**src/rtl/mmep_pkg.sv**
```systemverilog
// Shared types, constants and helper functions of the min/max envelope pyramid.
package mmep_pkg;

	localparam int MAX_CHANNELS    = 64;
	localparam int MAX_LOG2_LENGTH = 16;
	localparam int LEVELS          = MAX_LOG2_LENGTH - 1;

	localparam int DATA_W    = 32;
	localparam int ADDR_W    = 23;
	localparam int CFG_W     = 7;
	localparam int CFG_IDX_W = 1;
	localparam int LG_W      = 5;
	localparam int CH_W      = (MAX_CHANNELS > 1) ? $clog2(MAX_CHANNELS) : 1;
	localparam int CNT_W     = $clog2(MAX_CHANNELS + 1);
	localparam int COL_W     = MAX_LOG2_LENGTH;
	localparam int PCOL_W    = MAX_LOG2_LENGTH + 2;
	localparam int LVL_W     = $clog2(LEVELS + 1);
	localparam int LIDX_W    = (LEVELS > 1) ? $clog2(LEVELS) : 1;
	localparam int ROW_W     = LEVELS * 2 * DATA_W;

	// queue between front and back, depth a power of two
	localparam int QDEPTH = 2;
	localparam int QPTR_W = (QDEPTH > 1) ? $clog2(QDEPTH) : 1;
	localparam int QCNT_W = $clog2(QDEPTH + 1);

	localparam logic [CFG_IDX_W-1:0] REG_CHANNEL_COUNT = 1'b0;
	localparam logic [CFG_IDX_W-1:0] REG_LOG2_LENGTH   = 1'b1;

	localparam logic [CFG_W-1:0] RST_CHANNEL_COUNT = CFG_W'(1);
	localparam logic [LG_W-1:0]  RST_LOG2_LENGTH   = LG_W'(10);

	typedef logic signed [DATA_W-1:0] sample_t;

	typedef struct packed {
		sample_t lo;
		sample_t hi;
	} pair_t;

	typedef pair_t [LEVELS-1:0] row_t;

	localparam pair_t RESET_PAIR = '{lo: 32'sh7FFF_FFFF, hi: 32'sh8000_0000};
	localparam row_t  RESET_ROW  = {LEVELS{RESET_PAIR}};

	// one closing sample: its position, the number of closed levels and their pairs
	typedef struct packed {
		logic [CH_W-1:0]  ch;
		logic [COL_W-1:0] col;
		logic [LVL_W-1:0] count;
		row_t             pairs;
	} job_t;

	// effective configuration after clamping
	typedef struct packed {
		logic [CNT_W-1:0] chans;
		logic [LG_W-1:0]  lg;
	} cfg_t;

	typedef enum logic {
		PH_MIN,
		PH_MAX
	} phase_t;

	function automatic logic [CNT_W-1:0] eff_chans(input logic [CFG_W-1:0] raw);
		logic [CNT_W-1:0] r;
		if (raw == '0)
			r = CNT_W'(1);
		else if (raw > CFG_W'(MAX_CHANNELS))
			r = CNT_W'(MAX_CHANNELS);
		else
			r = CNT_W'(raw);
		return r;
	endfunction

	function automatic logic [LG_W-1:0] eff_lg(input logic [LG_W-1:0] raw);
		logic [LG_W-1:0] r;
		if (raw < LG_W'(2))
			r = LG_W'(2);
		else if (raw > LG_W'(MAX_LOG2_LENGTH))
			r = LG_W'(MAX_LOG2_LENGTH);
		else
			r = raw;
		return r;
	endfunction

endpackage

```
**src/rtl/mmep_queue.sv**
```systemverilog
// Short job queue between the accumulate front and the emit back.
module mmep_queue (
	input  logic          clk,
	input  logic          arst_n,
	input  logic          push,
	input  mmep_pkg::job_t job_in,
	output logic          full,
	input  logic          pop,
	output mmep_pkg::job_t job_out,
	output logic          valid
);
	import mmep_pkg::*;

	job_t              mem_q [QDEPTH];
	logic [QPTR_W-1:0] wr_ptr_q;
	logic [QPTR_W-1:0] rd_ptr_q;
	logic [QCNT_W-1:0] count_q;
	logic              do_push;
	logic              do_pop;

	assign full    = (count_q == QCNT_W'(QDEPTH));
	assign valid   = (count_q != '0);
	assign job_out = mem_q[rd_ptr_q];
	assign do_push = push && !full;
	assign do_pop  = pop && valid;

	always_ff @(posedge clk or negedge arst_n) begin
		if (!arst_n) begin
			wr_ptr_q <= '0;
			rd_ptr_q <= '0;
			count_q  <= '0;
		end else begin
			if (do_push)
				wr_ptr_q <= wr_ptr_q + QPTR_W'(1);
			if (do_pop)
				rd_ptr_q <= rd_ptr_q + QPTR_W'(1);
			if (do_push && !do_pop)
				count_q <= count_q + QCNT_W'(1);
			else if (do_pop && !do_push)
				count_q <= count_q - QCNT_W'(1);
		end
	end

	always_ff @(posedge clk) begin
		if (do_push)
			mem_q[wr_ptr_q] <= job_in;
	end

endmodule

```
**config.mk**
```make
export PLATFORM = sky130hd
export DESIGN_NAME = mmep_queue
export DESIGN_NICKNAME = d
export VERILOG_FILES = /design/src/rtl/mmep_pkg.sv /design/src/rtl/mmep_queue.sv
export SDC_FILE = /design/constraint.sdc
export NUM_CORES = 1
export LEC_CHECK = 0
export ABC_CLOCK_PERIOD_IN_PS = 47300
export BUFFER_PORTS_ARGS = -buffer_cell sky130_fd_sc_hd__buf_2
export CAP_MARGIN = 20
export CELL_PAD_IN_SITES_DETAIL_PLACEMENT = 0
export CELL_PAD_IN_SITES_GLOBAL_PLACEMENT = 2
export CORE_AREA = 5 5 765 767
export CTS_CLUSTER_SIZE = 40
export DETAILED_ROUTE_END_ITERATION = 10
export DIE_AREA = 0 0 770 772
export PLACE_DENSITY = 0.45
export REMOVE_ABC_BUFFERS = 1
export SLEW_MARGIN = 10
export SYNTH_ARGS = -nofsm -noshare
export SYNTH_HDL_FRONTEND = slang
export SYNTH_SLANG_ARGS = --single-unit
```
**constraint.sdc**
```tcl
create_clock -name clk -period 47.3 [get_ports clk]
set_input_delay 9.46 -clock clk [delete_from_list [all_inputs] [get_ports clk]]
set_output_delay 9.46 -clock clk [all_outputs]
set_load 0.01 [all_outputs]
```
==> flow_metrics.py <==
metrics = {
    "sta": {
        "finalSetupViolations": 0,
        "min_period_over_period_pct": 37.1,
        "worstMarginPinSlew_ns": 1.16,
        "slew_violations": 0,
        "grt_setup_unrepaired": "false",
        "maxSlewHeadroom_pct": 22.5,
        "hold_viol_final": 0,
        "layout_min_cycle_time_ns": 17.56,
        "fmax_mhz": 57.0,
        "finalClockSkew_ns": 0.0521,
    },
    "finish": {
        "fillers": 62853,
        "syn_to_final_growth_pct": 37.1,
        "final_nets": 6245,
        "drive_gt1_share_pct": 61.6,
        "post-route-util_pct": 17.3,
    },
    "synthesis": {
        "postSynthAreaPerCell_sq_um": 23.6,
        "synth_cells": 3087,
        "yosys.area.top_type": "edfxtp_1",
        "syn_area_sq_um": 73000,
        "synth_top_area_share_pct": 81.1,
        "synthTopCellsByArea": "edfxtp_1, mux2_4, mux2_2",
        "ys_ff_latch": 1976,
        "synth_edf_count": 1972,
        "synth.most_common_cell": "edfxtp_1",
        "synthFlopType": "edfxtp_1",
        "yosys_warnings": 0,
        "ys_seq_area_share_pct": 81.3,
        "async_flop_share_pct": 0.202,
        "synth_cell_types": 15,
        "synth.cells.most_frequent": "edfxtp_1, mux2_2, mux2_4",
    },
    "global_route": {
        "grtUsageTotal_pct": 12.9,
        "grt_pass1_wl_microns": 494000,
        "grt_max_degree": 116,
        "grt.overflow.total": 0,
        "antenna_found_initial": 432,
        "grt_pass1_vias": 41721,
    },
    "die": {
        "die-width_microns": 770,
        "ios": 1978,
        "dieArea_sq_um": 594000,
        "coreArea_sq_um": 577000,
        "initial_core_util_pct": 12.7,
        "die_h_microns": 772,
        "fp-row-count": 279,
    },
    "cts": {
        "path_clk_slew_ns": 0.06,
        "cts_tree": "done",
        "numCtsBuffers": 238,
        "numClockSinks": 1976,
        "cts_max_path_buffers": 4,
        "cts_resized": 0,
        "post-cts-setup-buffers": 0,
        "ctsRootBufferMaster": "clkbuf_16",
        "postCtsHoldBufs": 0,
        "clk_latency_ns": 0.96,
        "htree_num_levels": 4,
    },
    "min_path": {
        "min_from": "count_q[1]",
        "hold_depth": 1,
        "hp-class": "flop to flop",
        "hold_end": "count_q[1]",
    },
    "setup_path": {
        "cp-start-kind": "flop",
        "critPathRequiredTime_ns": 37.84,
        "rr_endpoint": "mem_q[0][641]",
        "ff2ff_path_depth": 9,
        "crit_path_end_kind": "output port",
        "path_class": "flop to output port",
        "worstPathMaxFanout": 115,
        "regToRegStartpoint": "count_q[0]",
        "worstPathArrival_ns": 8.10,
        "reg2reg_slack_ns": 41.66,
    },
    "placed_design": {
        "gp_congestion": 0.884,
        "place.port_buffers": 1977,
        "dpl.hpwl_microns": 337000,
    },
    "run": {
        "max-cap-violations": 0,
    },
    "power": {
        "power_leakage_uw": 0.0359,
        "peakVddDrop_uv": 51.9,
        "power_density_nw_per_um2": 65.8,
        "power.total_uw": 6590,
    },
    "outcome": {
        "outcome": "complete, no violations",
    },
    "drt": {
        "routed_via_density": 3.14,
        "vias": 41736,
        "firstDrtPassIters": 5,
        "drc_errors": 0,
        "first_iter_violations": 3464,
        "postRouteAntennaNets": 0,
        "wirelength_microns": 404000,
        "wl_per_cell_microns": 30.4,
    },
}
flip-flops by register name (all words and copies together) (netlist names):
name      cells
mem_q      1972
count_q       2
rd_ptr_q      1
wr_ptr_q      1
critical path, cell delays in order (launching register included):
cell,delay [ns]
dfrtp_4,0.75
buf_4,0.68
buf_4,0.55
buf_4,0.56
buf_4,0.58
buf_4,0.62
buf_4,0.75
buf_12,0.52
buf_4,0.97
mux2_2,0.43
buf_2,0.15
how the worst max path moves through the flow:
stage | to | from | slack, ns
detailed placement | job_out[77] | rd_ptr_q | 30.54
global route | job_out[77] | rd_ptr_q | 29.26
global placement | job_out[77] | rd_ptr_q | 30.67
floorplan | mem_q[0][0] | push | -5.36
CTS | job_out[77] | rd_ptr_q | 29.45
finish | job_out[77] | rd_ptr_q | 29.74
logic make-up after synthesis:
logic type / share of synthesized area (%)
buffers and inverters: 1.18
XOR/XNOR: 0.0600
flip-flops: 81.3
multiplexers: 17.4
AND/OR/NAND/NOR: 0.0463
adder cells (fa/ha/maj): 0.0171
per-layer routing:
layer / track usage [%] / wire [microns] / part of all wire, %
met5: 0 / 850 / 0.21
met4: 3.37 / 12900 / 3.2
met3: 7.22 / 56700 / 14
met2: 19.3 / 171000 / 42
met1: 15.9 / 163000 / 40
power breakdown:
part           internal, uW  total [uW]  switching, uW
Clock                  1030        1800            772
Sequential             2400        2510            115
Combinational           817        2270           1450
cell usage in the layout, fill, tap and decap left out:
master,n
inv_8,1
buf_2,1977
mux2_2,556
inv_16,1
clkbuf_1,50
nand2_1,2
buf_4,58
nor2_4,1
clkinv_4,4
mux2_4,430
dfrtp_4,1
inv_1,2
clkbuf_16,238
buf_12,2
nor2_1,1
dfrtp_1,3
and3_4,1
ha_1,1
clkinv_8,1
xor2_1,2
xnor2_1,3
edfxtp_1,1972
clkinv_1,54
or2_2,1
clkinv_16,7
diode_2,114
bufinv_16,20
clkinvlp_4,11
clkinv_2,41
nand2b_1,1
inv_6,4
through the flow:
stage	hold WS, ns	setup TNS, ns	instance area [sq um]	cells	setup slack [ns]
3_5_place_dp	0.492	0	92200	12741	30.54
3_3_place_gp	0.478	0	92200	12741	30.67
6_report	0.496	0	100000	13287	29.74
4_1_cts	0.506	0	99700	13173	29.45
5_1_grt	0.520	0	99800	13188	29.26
2_1_floorplan	0.456	-5285.37	72100	2977	-5.36
layout make-up:
type                    instances  area [sq um]  share of cell area [%]
flip-flops and latches       1976         59300                    59.3
diodes                        114           285                   0.285
well taps                    7727          9670                    9.66
repair buffers               2037         10400                    10.4
multi-input cells             999         12800                    12.8
inverters                       2          7.51                 0.00750
clock inverters               144          1420                    1.42
clock buffers                 288          6140                    6.14
Note: power is estimated with default switching activity, not from simulation.
