[config.mk]
export PLATFORM = sky130hd
export DESIGN_NAME = mmep_back
export DESIGN_NICKNAME = d
export VERILOG_FILES = /design/src/rtl/mmep_pkg.sv /design/src/rtl/mmep_back.sv
export SDC_FILE = /design/constraint.sdc
export NUM_CORES = 1
export LEC_CHECK = 0
export ABC_CLOCK_PERIOD_IN_PS = 9900
export BUFFER_PORTS_ARGS = -buffer_cell sky130_fd_sc_hd__buf_2
export CAP_MARGIN = 25
export CELL_PAD_IN_SITES_DETAIL_PLACEMENT = 2
export CELL_PAD_IN_SITES_GLOBAL_PLACEMENT = 2
export CORE_AREA = 2 2 410 412
export CTS_CLUSTER_SIZE = 24
export DETAILED_ROUTE_END_ITERATION = 16
export DIE_AREA = 0 0 412 414
export GPL_TIMING_DRIVEN = 0
export PLACE_DENSITY_LB_ADDON = 0.12
export SYNTH_ARGS = -nofsm -noshare
export SYNTH_HDL_FRONTEND = slang
export SYNTH_SLANG_ARGS = --single-unit
[constraint.sdc]
create_clock -name clk -period 9.9 [get_ports clk]
set_input_delay 0.99 -clock clk [delete_from_list [all_inputs] [get_ports clk]]
set_output_delay 0.99 -clock clk [all_outputs]
set_load 0.01 [all_outputs]
[src/rtl/mmep_pkg.sv]
// Shared types, constants and helper functions of the min/max envelope pyramid.
package mmep_pkg;

	localparam int MAX_CHANNELS    = 64;
	localparam int MAX_LOG2_LENGTH = 16;
	localparam int LEVELS          = MAX_LOG2_LENGTH - 1;

	localparam int DATA_W    = 32;
	localparam int ADDR_W    = 23;
	localparam int CFG_W     = 7;
	localparam int CFG_IDX_W = 1;
	localparam int LG_W      = 5;
	localparam int CH_W      = (MAX_CHANNELS > 1) ? $clog2(MAX_CHANNELS) : 1;
	localparam int CNT_W     = $clog2(MAX_CHANNELS + 1);
	localparam int COL_W     = MAX_LOG2_LENGTH;
	localparam int PCOL_W    = MAX_LOG2_LENGTH + 2;
	localparam int LVL_W     = $clog2(LEVELS + 1);
	localparam int LIDX_W    = (LEVELS > 1) ? $clog2(LEVELS) : 1;
	localparam int ROW_W     = LEVELS * 2 * DATA_W;

	// queue between front and back, depth a power of two
	localparam int QDEPTH = 2;
	localparam int QPTR_W = (QDEPTH > 1) ? $clog2(QDEPTH) : 1;
	localparam int QCNT_W = $clog2(QDEPTH + 1);

	localparam logic [CFG_IDX_W-1:0] REG_CHANNEL_COUNT = 1'b0;
	localparam logic [CFG_IDX_W-1:0] REG_LOG2_LENGTH   = 1'b1;

	localparam logic [CFG_W-1:0] RST_CHANNEL_COUNT = CFG_W'(1);
	localparam logic [LG_W-1:0]  RST_LOG2_LENGTH   = LG_W'(10);

	typedef logic signed [DATA_W-1:0] sample_t;

	typedef struct packed {
		sample_t lo;
		sample_t hi;
	} pair_t;

	typedef pair_t [LEVELS-1:0] row_t;

	localparam pair_t RESET_PAIR = '{lo: 32'sh7FFF_FFFF, hi: 32'sh8000_0000};
	localparam row_t  RESET_ROW  = {LEVELS{RESET_PAIR}};

	// one closing sample: its position, the number of closed levels and their pairs
	typedef struct packed {
		logic [CH_W-1:0]  ch;
		logic [COL_W-1:0] col;
		logic [LVL_W-1:0] count;
		row_t             pairs;
	} job_t;

	// effective configuration after clamping
	typedef struct packed {
		logic [CNT_W-1:0] chans;
		logic [LG_W-1:0]  lg;
	} cfg_t;

	typedef enum logic {
		PH_MIN,
		PH_MAX
	} phase_t;

	function automatic logic [CNT_W-1:0] eff_chans(input logic [CFG_W-1:0] raw);
		logic [CNT_W-1:0] r;
		if (raw == '0)
			r = CNT_W'(1);
		else if (raw > CFG_W'(MAX_CHANNELS))
			r = CNT_W'(MAX_CHANNELS);
		else
			r = CNT_W'(raw);
		return r;
	endfunction

	function automatic logic [LG_W-1:0] eff_lg(input logic [LG_W-1:0] raw);
		logic [LG_W-1:0] r;
		if (raw < LG_W'(2))
			r = LG_W'(2);
		else if (raw > LG_W'(MAX_LOG2_LENGTH))
			r = LG_W'(MAX_LOG2_LENGTH);
		else
			r = raw;
		return r;
	endfunction

endpackage

[src/rtl/mmep_back.sv]
// Back end: walks the closed levels of each queued job and emits min then max beats.
module mmep_back (
	input  logic            clk,
	input  logic            arst_n,
	input  mmep_pkg::cfg_t  cfg,
	input  mmep_pkg::job_t  job,
	input  logic            job_valid,
	output logic            job_pop,
	output logic            empty,
	input  logic            pop,
	output logic [mmep_pkg::ADDR_W-1:0] address,
	output mmep_pkg::sample_t value,
	output logic            last_of_run
);
	import mmep_pkg::*;

	localparam int SH_W   = LG_W + 1;
	localparam int PROD_W = PCOL_W + CNT_W;

	phase_t             phase_q;
	phase_t             phase_d;
	logic [LIDX_W-1:0]  lvl_q;
	logic [LIDX_W-1:0]  lvl_d;
	logic [ADDR_W-1:0]  amin_q;
	logic               out_valid_q;
	logic [ADDR_W-1:0]  address_q;
	sample_t            value_q;
	logic               last_q;

	logic               step;
	logic               is_last;
	logic [SH_W-1:0]    j_sh;
	logic [PCOL_W-1:0]  start;
	logic [COL_W-1:0]   colsh;
	logic [PCOL_W-1:0]  pcol;
	logic [PROD_W-1:0]  prod;
	logic [ADDR_W-1:0]  a_min;
	logic [ADDR_W-1:0]  res_addr;
	sample_t            res_value;
	logic               res_last;
	pair_t              pair;

	assign empty       = !out_valid_q;
	assign address     = address_q;
	assign value       = value_q;
	assign last_of_run = last_q;

	assign step    = job_valid && (!out_valid_q || pop);
	assign is_last = (LVL_W'(lvl_q) + LVL_W'(1)) == job.count;
	assign job_pop = step && (phase_q == PH_MAX) && is_last;

	// next state of the emit sequencer
	always_comb begin
		phase_d = phase_q;
		lvl_d   = lvl_q;
		unique case (phase_q)
			PH_MIN: begin
				phase_d = PH_MAX;
			end
			PH_MAX: begin
				phase_d = PH_MIN;
				lvl_d   = is_last ? '0 : lvl_q + LIDX_W'(1);
			end
			default: begin
				phase_d = PH_MIN;
				lvl_d   = '0;
			end
		endcase
	end

	// address and value of the beat the sequencer produces
	always_comb begin
		j_sh  = SH_W'(lvl_q) + SH_W'(1);
		start = (PCOL_W'(1) << (SH_W'(cfg.lg) + SH_W'(1)))
			- (PCOL_W'(1) << (SH_W'(cfg.lg) + SH_W'(2) - j_sh));
		colsh = job.col >> j_sh;
		pcol  = start + PCOL_W'({colsh, 1'b0});
		prod  = PROD_W'(pcol) * PROD_W'(cfg.chans);
		a_min = ADDR_W'(prod + PROD_W'(job.ch));
		pair  = job.pairs[lvl_q];
		unique case (phase_q)
			PH_MIN: begin
				res_addr  = a_min;
				res_value = pair.lo;
				res_last  = 1'b0;
			end
			PH_MAX: begin
				res_addr  = amin_q + ADDR_W'(cfg.chans);
				res_value = pair.hi;
				res_last  = is_last;
			end
			default: begin
				res_addr  = a_min;
				res_value = pair.lo;
				res_last  = 1'b0;
			end
		endcase
	end

	always_ff @(posedge clk or negedge arst_n) begin
		if (!arst_n) begin
			phase_q     <= PH_MIN;
			lvl_q       <= '0;
			out_valid_q <= 1'b0;
		end else if (step) begin
			phase_q     <= phase_d;
			lvl_q       <= lvl_d;
			out_valid_q <= 1'b1;
		end else if (pop) begin
			out_valid_q <= 1'b0;
		end
	end

	always_ff @(posedge clk) begin
		if (step) begin
			address_q <= res_addr;
			value_q   <= res_value;
			last_q    <= res_last;
			if (phase_q == PH_MIN)
				amin_q <= a_min;
		end
	end

	a_level_in_job: assert property (@(posedge clk) disable iff (!arst_n)
		job_valid |-> (LVL_W'(lvl_q) < job.count))
		else $error("level index past closed levels of job");

	a_pop_on_max: assert property (@(posedge clk) disable iff (!arst_n)
		job_pop |-> (phase_q == PH_MAX))
		else $error("job released before its last maximum");

	a_min_not_last: assert property (@(posedge clk) disable iff (!arst_n)
		step && (phase_q == PH_MIN) |=> (phase_q == PH_MAX) && !last_q)
		else $error("minimum beat flagged last or phase not advanced");

endmodule

==> results of run 1 <==
-- area by class of cell --
cell class | instances | area, um^2 | share of cell area [%]
inverters | 170 | 648.1 | 2.364
repair buffers | 1123 | 6031 | 22.00
well taps | 2204 | 2758 | 10.06
multi-input cells | 1328 | 14490 | 52.86
diodes | 59 | 147.6 | 0.5386
clock buffers | 10 | 239.0 | 0.8717
plain buffers | 110 | 471.7 | 1.721
flip-flops and latches | 85 | 2531 | 9.233
clock inverters | 6 | 97.59 | 0.3560
-- metal layers --
| layer | share of wire (%) | vias to the layer above | wire, um | GRT usage, % |
|---|---|---|---|---|
| met5 | 0.22 | - | 432 | 0 |
| met4 | 2.6 | 74 | 5082 | 3.872 |
| met3 | 5.6 | 388 | 11060 | 4.158 |
| met2 | 50 | 1021 | 98080 | 40.24 |
| met1 | 42 | 10780 | 83310 | 28.61 |
| li1 | - | 8646 | - | - |
-- through the flow --
| stage | hold WS [ns] | instances | utilization, % | TNS (ns) |
|---|---|---|---|---|
| 3_3_place_gp | 0.5189 | 4964 | 15.41 | -56.71 |
| 2_1_floorplan | 0.4774 | 1703 | - | 0 |
| 4_1_cts | 0.4797 | 5024 | 16.21 | -0.02598 |
| 3_5_place_dp | 0.5151 | 4991 | 15.68 | -63.21 |
| 5_1_grt | 0.4975 | 5068 | 16.45 | -0.1096 |
| 6_report | 0.5224 | 5095 | 16.49 | 0 |
-- Yosys cell counts, drive strengths merged, types with 2 or more instances --
cell / instances
nor2b: 16
nand3: 25
buf: 38
xnor2: 46
mux4: 226
and2: 84
o21a: 7
clkbuf: 82
o2111ai: 32
o21ai: 41
mux2i: 79
mux2: 17
nand2: 180
edfxtp: 79
nor3: 16
a31o: 3
nor2: 100
a21o: 23
or3: 2
nand4: 34
o221a: 32
o21bai: 8
nand2b: 20
ha: 87
nor3b: 5
fa: 102
a31oi: 3
inv: 169
dfrtp: 6
or2: 4
xor2: 24
a211oi: 8
a21oi: 80
o31a: 2
and3: 9
-- cells by family (layout without fill, tap and decap cells) --
family / after synthesis / in the layout / share of synthesized area [%]
other: 0 / 59 / 0
DFF: 85 / 85 / 14.35
and+or+nand+nor: 498 / 498 / 13.55
AOI/OAI and AO/OA: 249 / 249 / 9.962
buffers and inverters: 290 / 1419 / 6.319
xor gates and xnor gates: 70 / 70 / 3.487
adders and majority gates: 189 / 189 / 17.80
muxes: 322 / 322 / 34.53
-- state kept, by name, indices dropped and copies added (netlist names) --
name	cells
last_of_run	1
phase_q	1
address	23
lvl_q	4
amin_q	23
out_valid_q	1
value	32
-- worst min path at each step --
stage,start,end,cells past startpoint
floorplan,out_valid_q$_DFFE_PN0P_,out_valid_q$_DFFE_PN0P_,2
global placement,out_valid_q$_DFFE_PN0P_,out_valid_q$_DFFE_PN0P_,2
detailed placement,out_valid_q$_DFFE_PN0P_,out_valid_q$_DFFE_PN0P_,2
CTS,arst_n,phase_q$_DFFE_PN0P_,1
global route,arst_n,phase_q$_DFFE_PN0P_,1
finish,arst_n,phase_q$_DFFE_PN0P_,1
-- repair_timing --
item	CTS	global route
pin swaps	33	36
resized for setup	90	55
setup endpoints to repair	35	16
hold endpoints to repair	0	0
setup buffers	23	15
==> flow_summary.toml, run 1 <==
[synth]
synth_async_sr_flop_share_pct = 7.059
synthFlopType = "sky130_fd_sc_hd__edfxtp_1"
netlist_area_um2 = 17580
postSynthCellCount = 1703
ys_types = 53
synth_area_leaders = "sky130_fd_sc_hd__mux4_2, sky130_fd_sc_hd__edfxtp_1, sky130_fd_sc_hd__fa_1, sky130_fd_sc_hd__ha_1, sky130_fd_sc_hd__mux2i_1"
post-synth-top-area-fraction_pct = 28.95
netlist.top_cell.by_area = "sky130_fd_sc_hd__mux4_2"
synth_nets = 2894
syn-mean-instance-area_um2 = 10.32
yosysSeqAreaShare_pct = 14.35
synth-seq-cells = 85
synth_warnings = 0
synth-edff-count = 79

[routing]
drtIter0Drc = 1265
routed_wl_mm = 198.0
avgRoutedWirePerCell_um = 38.86
routed_via_density = 4.105
drc_errors = 0
postRouteAntennaNets = 0
routed-via-count = 20910
detail_route.first_pass.iterations = 5

[clock_network]
clkSlewWorstSetupHoldPaths_ns = 0.08
clock_insertion_delay_worst_skew_ns = 0.43
cts_hold_buffers = 0
cts.path.max_buffers = 2
cts_htree_levels = 3
cts.sink_count = 85
cts_tree = "yes"
cts_root_buf = "sky130_fd_sc_hd__clkbuf_16"
cts-buffers-inserted = 9

[worst_setup_path]
critical_path.n_buffers_inverters = 8
cell_family_with_most_cp_delay = "adder cells"
crit_slowest_cell = "sky130_fd_sc_hd__fa_1"
setup.worst_path.end = "address[22]$_DFFE_PP_"
cell_with_the_most_instances_on_the_worst_path = "sky130_fd_sc_hd__inv_2"
required_ns = 10.06
arr_time_crit_path_ns = 9.78
rr_worst_depth = 41
worst-setup-path-type = "in -> reg"
critPathCaptureType = "flop"
timing.critical_path.depth = 42
critical-path-max-stage-delay_ns = 0.57
crit_path_max_fanout = 6
timing.reg2reg.setup_slack_ns = 0.28
endpoint_of_the_lowest_slack_register_to_register_path = "address[22]$_DFFE_PP_"
critical_path.reg2reg.startpoint = "lvl_q[0]$_DFFE_PN0P_"
timing.critical_path.from = "cfg[1]"
worstSetupStartpointType = "input pin"

[timing]
clock-skew-final_ns = 0.02201
relSlewSlack_pct = 26.76
unrepaired_setup_endpoints_after_global_routing = "yes"
timing.final.setup_violations = 0
post-route-period-util_pct = 97.19
timing_worst_slew_pin_value_ns = 1.099
final-max-slew-violation-count = 0
fmax_mhz = 103.9
final.setup.worst_slack_ns = 0.2783
period_minus_slack_ns = 9.622
finalHoldViolations = 0

[global_routing]
initial_antenna_violation_count = 244
grt_first_pass_wirelength_mm = 250.9
grt_use_total_pct = 22.67
first_global_vias = 22970
grt_start_max_net_pins = 55
globalRouteOverflowTotal = 0

[finish]
n_fill_cell = 19490
post_route_cells_drive_above_1_share_pct = 54.03
final_common_cell = "sky130_fd_sc_hd__buf_2"
finish.net_count = 4018
area_growth_pct = 55.91
final_design_area_no_fill_um2 = 27410
most-common-layout-cells = "sky130_fd_sc_hd__buf_2, sky130_fd_sc_hd__mux4_2, sky130_fd_sc_hd__nand2_1"

[die]
row_count = 150
fp.coreArea_um2 = 166300
floorplan.die.height_um = 414
die_area_um2 = 170600
die_width_um = 412
ioPinCount = 1060
initial_utilization_pct = 10.57

[placement]
io_buffer_count = 1057
placed_cell_area_um2 = 26080
pre_cts_slack_ns = -3.010
hpwl_mm = 183.7
finalWeightedCongestion = 0.9260

[outcome]
status = "completed"

[hold_path]
min-delay-path-class = "in -> async"

[flow_run]
drv.max_cap_violation_count = 0
Power of run 1 is left out: the tool's default activity adds up to more than one toggle a clock period on the data nets, which glitch-free logic cannot reach.
==> run 2, diff against run 1 <==
--- a/config.mk
+++ b/config.mk
@@ -16,6 +16,7 @@
 export DIE_AREA = 0 0 412 414
 export GPL_TIMING_DRIVEN = 0
 export PLACE_DENSITY_LB_ADDON = 0.12
+export RECOVER_POWER = 100
 export SYNTH_ARGS = -nofsm -noshare
 export SYNTH_HDL_FRONTEND = slang
 export SYNTH_SLANG_ARGS = --single-unit
==> run 2 against run 1 <==
The run now ends with max-capacitance violations, max-slew violations left; final cell count fell by 0.14%; final area fell by 0.54%; utilization fell by 0.089 points; largest cell class unchanged; hold slack improved by 0.0074 ns; maximum frequency barely moved; clock-buffer cell count did not move; die area did not move; critical endpoint unchanged; register-to-register slack barely moved; clock skew rose by 0.0011 ns; setup slack barely moved; sequential cell count did not move.
==> flow_summary.toml, run 2 (same netlist as run 1, synthesis figures left out) <==
[timing]
timing.final.setup_violations = 0
timing_worst_slew_pin_value_ns = 3.723
final-max-slew-violation-count = 79
period_minus_slack_ns = 9.622
fmax_mhz = 103.9
post-route-period-util_pct = 97.19
final.hold.worst_slack_ns = 0.5298
unrepaired_setup_endpoints_after_global_routing = "yes"
finalHoldViolations = 0
relSlewSlack_pct = -148.2
clock-skew-final_ns = 0.02307
final.setup.worst_slack_ns = 0.2785

[finish]
max_ffs_per_register = 32
final_common_cell = "sky130_fd_sc_hd__buf_2"
layout.core_utilization_pct = 16.40
finish.net_count = 4018
final_design_area_no_fill_um2 = 27270
area_growth_pct = 55.07
most-common-layout-cells = "sky130_fd_sc_hd__buf_2, sky130_fd_sc_hd__mux4_2, sky130_fd_sc_hd__nand2_1"
post_route_cells_drive_above_1_share_pct = 51.17

[placement]
io_buffer_count = 1057
placed_cell_area_um2 = 26080
pre_cts_slack_ns = -3.010
hpwl_mm = 183.7
finalWeightedCongestion = 0.9260

[global_routing]
first_global_vias = 22970
grt_start_max_net_pins = 55
grt_use_total_pct = 22.67
grt_first_pass_wirelength_mm = 250.9
initial_antenna_violation_count = 243
globalRouteOverflowTotal = 0

[clock_network]
cts.sink_count = 85
cts_tree = "yes"
cts_htree_levels = 3
clock_insertion_delay_worst_skew_ns = 0.43
cts_root_buf = "sky130_fd_sc_hd__clkbuf_16"
clkSlewWorstSetupHoldPaths_ns = 0.07
cts-buffers-inserted = 9
cts.path.max_buffers = 2

[routing]
postRouteAntennaNets = 0
highest_layer = "met5"
detailroute.wirelength.met2_mm = 98.02
routed_wl_mm = 198.0
routed-via-count = 20880
avgRoutedWirePerCell_um = 38.91
routed_via_density = 4.103
met1_length_mm = 83.47
drtIter0Drc = 1275
detail_route.first_pass.iterations = 5
sum_of_met3_wire_segment_lengths_after_detailed_routing_mm = 10.91
drc_errors = 0

[worst_setup_path]
critical-path-max-stage-delay_ns = 0.57
endpoint_of_the_lowest_slack_register_to_register_path = "address[22]$_DFFE_PP_"
rr_worst_depth = 41
critPathCaptureType = "flop"
crit_path_max_fanout = 6
cell_with_the_most_instances_on_the_worst_path = "sky130_fd_sc_hd__inv_2"
worstSetupStartpointType = "input pin"
critical_path.reg2reg.startpoint = "lvl_q[0]$_DFFE_PN0P_"
crit_slowest_cell = "sky130_fd_sc_hd__fa_1"
timing.reg2reg.setup_slack_ns = 0.29
arr_time_crit_path_ns = 9.78
required_ns = 10.06
worst-setup-path-type = "in -> reg"

[hold_path]
hold-path-cell-count = 2
beginning_of_the_worst_hold_path = "out_valid_q$_DFFE_PN0P_"
min-delay-path-class = "reg -> reg"
min_delay_worst_endpoint = "out_valid_q$_DFFE_PN0P_"

[die]
fp.coreArea_um2 = 166300
floorplan.die.height_um = 414
die_width_um = 412
row_count = 150
die_area_um2 = 170600
initial_utilization_pct = 10.57
ioPinCount = 1060

[outcome]
status = "complete, but fails checks"
failing_checks = "max-capacitance violations, max-slew violations"

[flow_run]
drv.max_cap_violation_count = 2
run 2: cell count changes in the layout (fill, tap and decap cells not counted), moves of 7 or more:
cell | previous run | this run
sky130_fd_sc_hd__diode_2 | 59 | 52
sky130_fd_sc_hd__buf_2 | 1073 | 1011
sky130_fd_sc_hd__clkbuf_1 | 73 | 138
sky130_fd_sc_hd__o221a_1 | 0 | 13
sky130_fd_sc_hd__o221a_2 | 32 | 19
run 2: timing repair:
| action | CTS | global route |
|---|---|---|
| gates resized for setup | 90 | 55 |
| endpoints found under the setup margin | 35 | 16 |
| setup buffers | 23 | 15 |
| hold buffers | 0 | 0 |
| pin swaps | 33 | 36 |
run 2: cell type report:
| cell class | instances | area, um^2 |
|---|---|---|
| sequential | 85 | 2531 |
| fill | 19510 | 139000 |
| clock inverter | 6 | 97.59 |
| buffer | 110 | 467.9 |
| clock buffer | 10 | 239.0 |
| tap | 2204 | 2758 |
| inverter | 170 | 646.9 |
| timing repair buffer | 1123 | 5922 |
| multi-input combinational | 1328 | 14470 |
| antenna | 52 | 130.1 |
run 2: worst max-delay path by stage:
stage | to | cells after the start | from
2_1_floorplan | address[22]$_DFFE_PP_ | 46 | lvl_q[0]$_DFFE_PN0P_
3_3_place_gp | address[22]$_DFFE_PP_ | 45 | lvl_q[0]$_DFFE_PN0P_
3_5_place_dp | address[22]$_DFFE_PP_ | 45 | lvl_q[0]$_DFFE_PN0P_
4_1_cts | address[22]$_DFFE_PP_ | 42 | lvl_q[0]$_DFFE_PN0P_
5_1_grt | address[22]$_DFFE_PP_ | 41 | lvl_q[0]$_DFFE_PN0P_
6_report | address[22]$_DFFE_PP_ | 42 | cfg[1]
run 2: per-stage QoR:
stage | std cells | TNS, ns
floorplan | 1703 | 0
global placement | 4964 | -56.71
detailed placement | 4991 | -63.21
CTS | 5024 | -0.02598
global route | 5068 | -0.1095
finish | 5088 | 0
run 2: metal layers:
metal	global-route usage, %	up-vias
met5	0	-
met4	3.872	76
met3	4.158	394
met1	28.61	10760
li1	-	8639
met2	40.24	1013
run 2: worst max-delay path, delay by kind of cell:
family,cells,cell delay (ns)
adder cells (fa/ha/maj),10,3.63
multiplexers,1,0.29
buffers and inverters,8,0.52
AO/OA/AOI/OAI,12,2.19
XOR/XNOR,4,0.47
AND/OR/NAND/NOR,7,1.66
Power of run 2 is left out for the same reason.
==> run 3, diff against run 2 <==
--- a/config.mk
+++ b/config.mk
@@ -14,8 +14,8 @@
 export CTS_CLUSTER_SIZE = 24
 export DETAILED_ROUTE_END_ITERATION = 16
 export DIE_AREA = 0 0 412 414
-export GPL_TIMING_DRIVEN = 0
-export PLACE_DENSITY_LB_ADDON = 0.12
+export GPL_TIMING_DRIVEN = 1
+export PLACE_DENSITY = 0.46
 export RECOVER_POWER = 100
 export SYNTH_ARGS = -nofsm -noshare
 export SYNTH_HDL_FRONTEND = slang
==> run 3 against run 2 <==
The run still ends with max-capacitance violations, max-slew violations left; via count decreased by 2.5%; global-route usage decreased by 1.6 points; clock-buffer cell count unchanged.
==> flow_summary.toml, run 3 (same netlist as run 1, synthesis figures left out) <==
[worst_setup_path]
required_ns = 10.02
arr_time_crit_path_ns = 9.64
cell_with_the_most_instances_on_the_worst_path = "sky130_fd_sc_hd__inv_1"
worst-setup-path-type = "in -> reg"
worstSetupStartpointType = "input pin"
crit_slowest_cell = "sky130_fd_sc_hd__fa_1"
critical_path.reg2reg.startpoint = "lvl_q[1]$_DFFE_PN0P_"
critPathCaptureType = "flop"
critical-path-max-stage-delay_ns = 0.53
crit_path_max_fanout = 6
timing.critical_path.from = "cfg[1]"

[timing]
final.hold.worst_slack_ns = 0.5289
final.setup.worst_slack_ns = 0.3749
clock-skew-final_ns = 0.009719
timing_worst_slew_pin_value_ns = 3.543
finalHoldViolations = 0
final-max-slew-violation-count = 269
timing.final.setup_violations = 0
fmax_mhz = 105.0
period_minus_slack_ns = 9.525
post-route-period-util_pct = 96.21
relSlewSlack_pct = -136.2

[routing]
drc_errors = 0
detailroute.wirelength.met2_mm = 86.73
detail_route.first_pass.iterations = 5
routed_wl_mm = 185.5
met1_length_mm = 77.83
drtIter0Drc = 1354
postRouteAntennaNets = 0
routed-via-count = 20360
sum_of_met3_wire_segment_lengths_after_detailed_routing_mm = 13.19
highest_layer = "met5"
avgRoutedWirePerCell_um = 36.51
routed_via_density = 4.008

[clock_network]
clkSlewWorstSetupHoldPaths_ns = 0.07
clock_insertion_delay_worst_skew_ns = 0.36
cts-buffers-inserted = 9
cts_root_buf = "sky130_fd_sc_hd__clkbuf_16"
cts_htree_levels = 3
cts_hold_buffers = 0
cts_tree = "yes"
cts.path.max_buffers = 2
cts.sink_count = 85

[finish]
final_cells = 5080
most-common-layout-cells = "sky130_fd_sc_hd__buf_2, sky130_fd_sc_hd__mux4_2, sky130_fd_sc_hd__nand2_1"
area_growth_pct = 52.00
post_route_cells_drive_above_1_share_pct = 51.40
layout.core_utilization_pct = 16.07
n_fill_cell = 19590
finish.net_count = 3972
final_common_cell = "sky130_fd_sc_hd__buf_2"
max_ffs_per_register = 32

[global_routing]
grt_start_max_net_pins = 123
grt_first_pass_wirelength_mm = 232.4
grt_use_total_pct = 21.10
first_global_vias = 21440
globalRouteOverflowTotal = 0
initial_antenna_violation_count = 228

[die]
die_area_um2 = 170600
initial_utilization_pct = 10.57
ioPinCount = 1060
die_width_um = 412
fp.coreArea_um2 = 166300
floorplan.die.height_um = 414
row_count = 150

[placement]
placedCellCount = 4972
io_buffer_count = 1058
finalWeightedCongestion = 0.9192
hpwl_mm = 169.6
pre_cts_slack_ns = -0.4669

[outcome]
status = "complete, but fails checks"
failing_checks = "max-capacitance violations, max-slew violations"

[flow_run]
drv.max_cap_violation_count = 5

[hold_path]
beginning_of_the_worst_hold_path = "out_valid_q$_DFFE_PN0P_"
min-delay-path-class = "reg -> reg"
-- run 3: cell types whose count changed in the layout (fill, tap and decap cells not counted), moves of 12 or more --
cell                       before  now
sky130_fd_sc_hd__buf_8         21    0
sky130_fd_sc_hd__buf_2       1011  999
sky130_fd_sc_hd__clkbuf_1     138   69
sky130_fd_sc_hd__diode_2       52   90
sky130_fd_sc_hd__buf_4         38  113
sky130_fd_sc_hd__buf_1         14    0
-- run 3: what timing repair did --
item / in CTS / in global routing
pin swaps: 0 / 13
buffers inserted: 0 / 2
resized for setup: 3 / 23
setup endpoints to repair: 2 / 10
-- run 3: path summary, 6_finish.rpt --
check	depth (start not counted)	to	slack [ns]
min in group asynchronous	1	lvl_q[2]$_DFFE_PN0P_	0.59
worst min-delay path	2	out_valid_q$_DFFE_PN0P_	0.53
worst max register to register	38	address[21]$_DFFE_PP_	0.67
worst max-delay path	40	address[21]$_DFFE_PP_	0.37
max in group asynchronous	1	phase_q$_DFFE_PN0P_	8.94
worst min register to register	2	out_valid_q$_DFFE_PN0P_	0.53
-- run 3: critical path, delay by kind of cell --
kind | cells | cell delay, ns
compound gates | 11 | 2.13
simple gates | 7 | 1.62
fa+ha+maj | 10 | 3.68
buf+inv | 8 | 0.55
mux | 1 | 0.27
xor+xnor | 3 | 0.37
-- run 3: routing by layer --
layer	global-route usage (%)	vias up
met5	0	-
met4	6.390	80
met3	4.761	348
met2	34.94	1029
met1	27.09	10330
li1	-	8576
-- run 3: cell type report --
cell class,count,area (um^2),area share [%]
multi-input cells,1328,14100,52.75
diodes,90,225.2,0.8427
inverters,170,641.9,2.402
repair buffers,1187,6161,23.05
well taps,2204,2758,10.32
clock inverters,6,72.57,0.2715
flip-flops and latches,85,2541,9.508
clock buffers,10,229.0,0.8567
-- run 3: per-stage QoR --
stage          setup TNS (ns)  area [um^2]
2_1_floorplan               0        17580
6_report                    0        26730
5_1_grt               -0.1948        26610
3_5_place_dp           -1.710        26180
4_1_cts                     0        26490
3_3_place_gp           -1.387        26170
Power of run 3 is left out for the same reason.
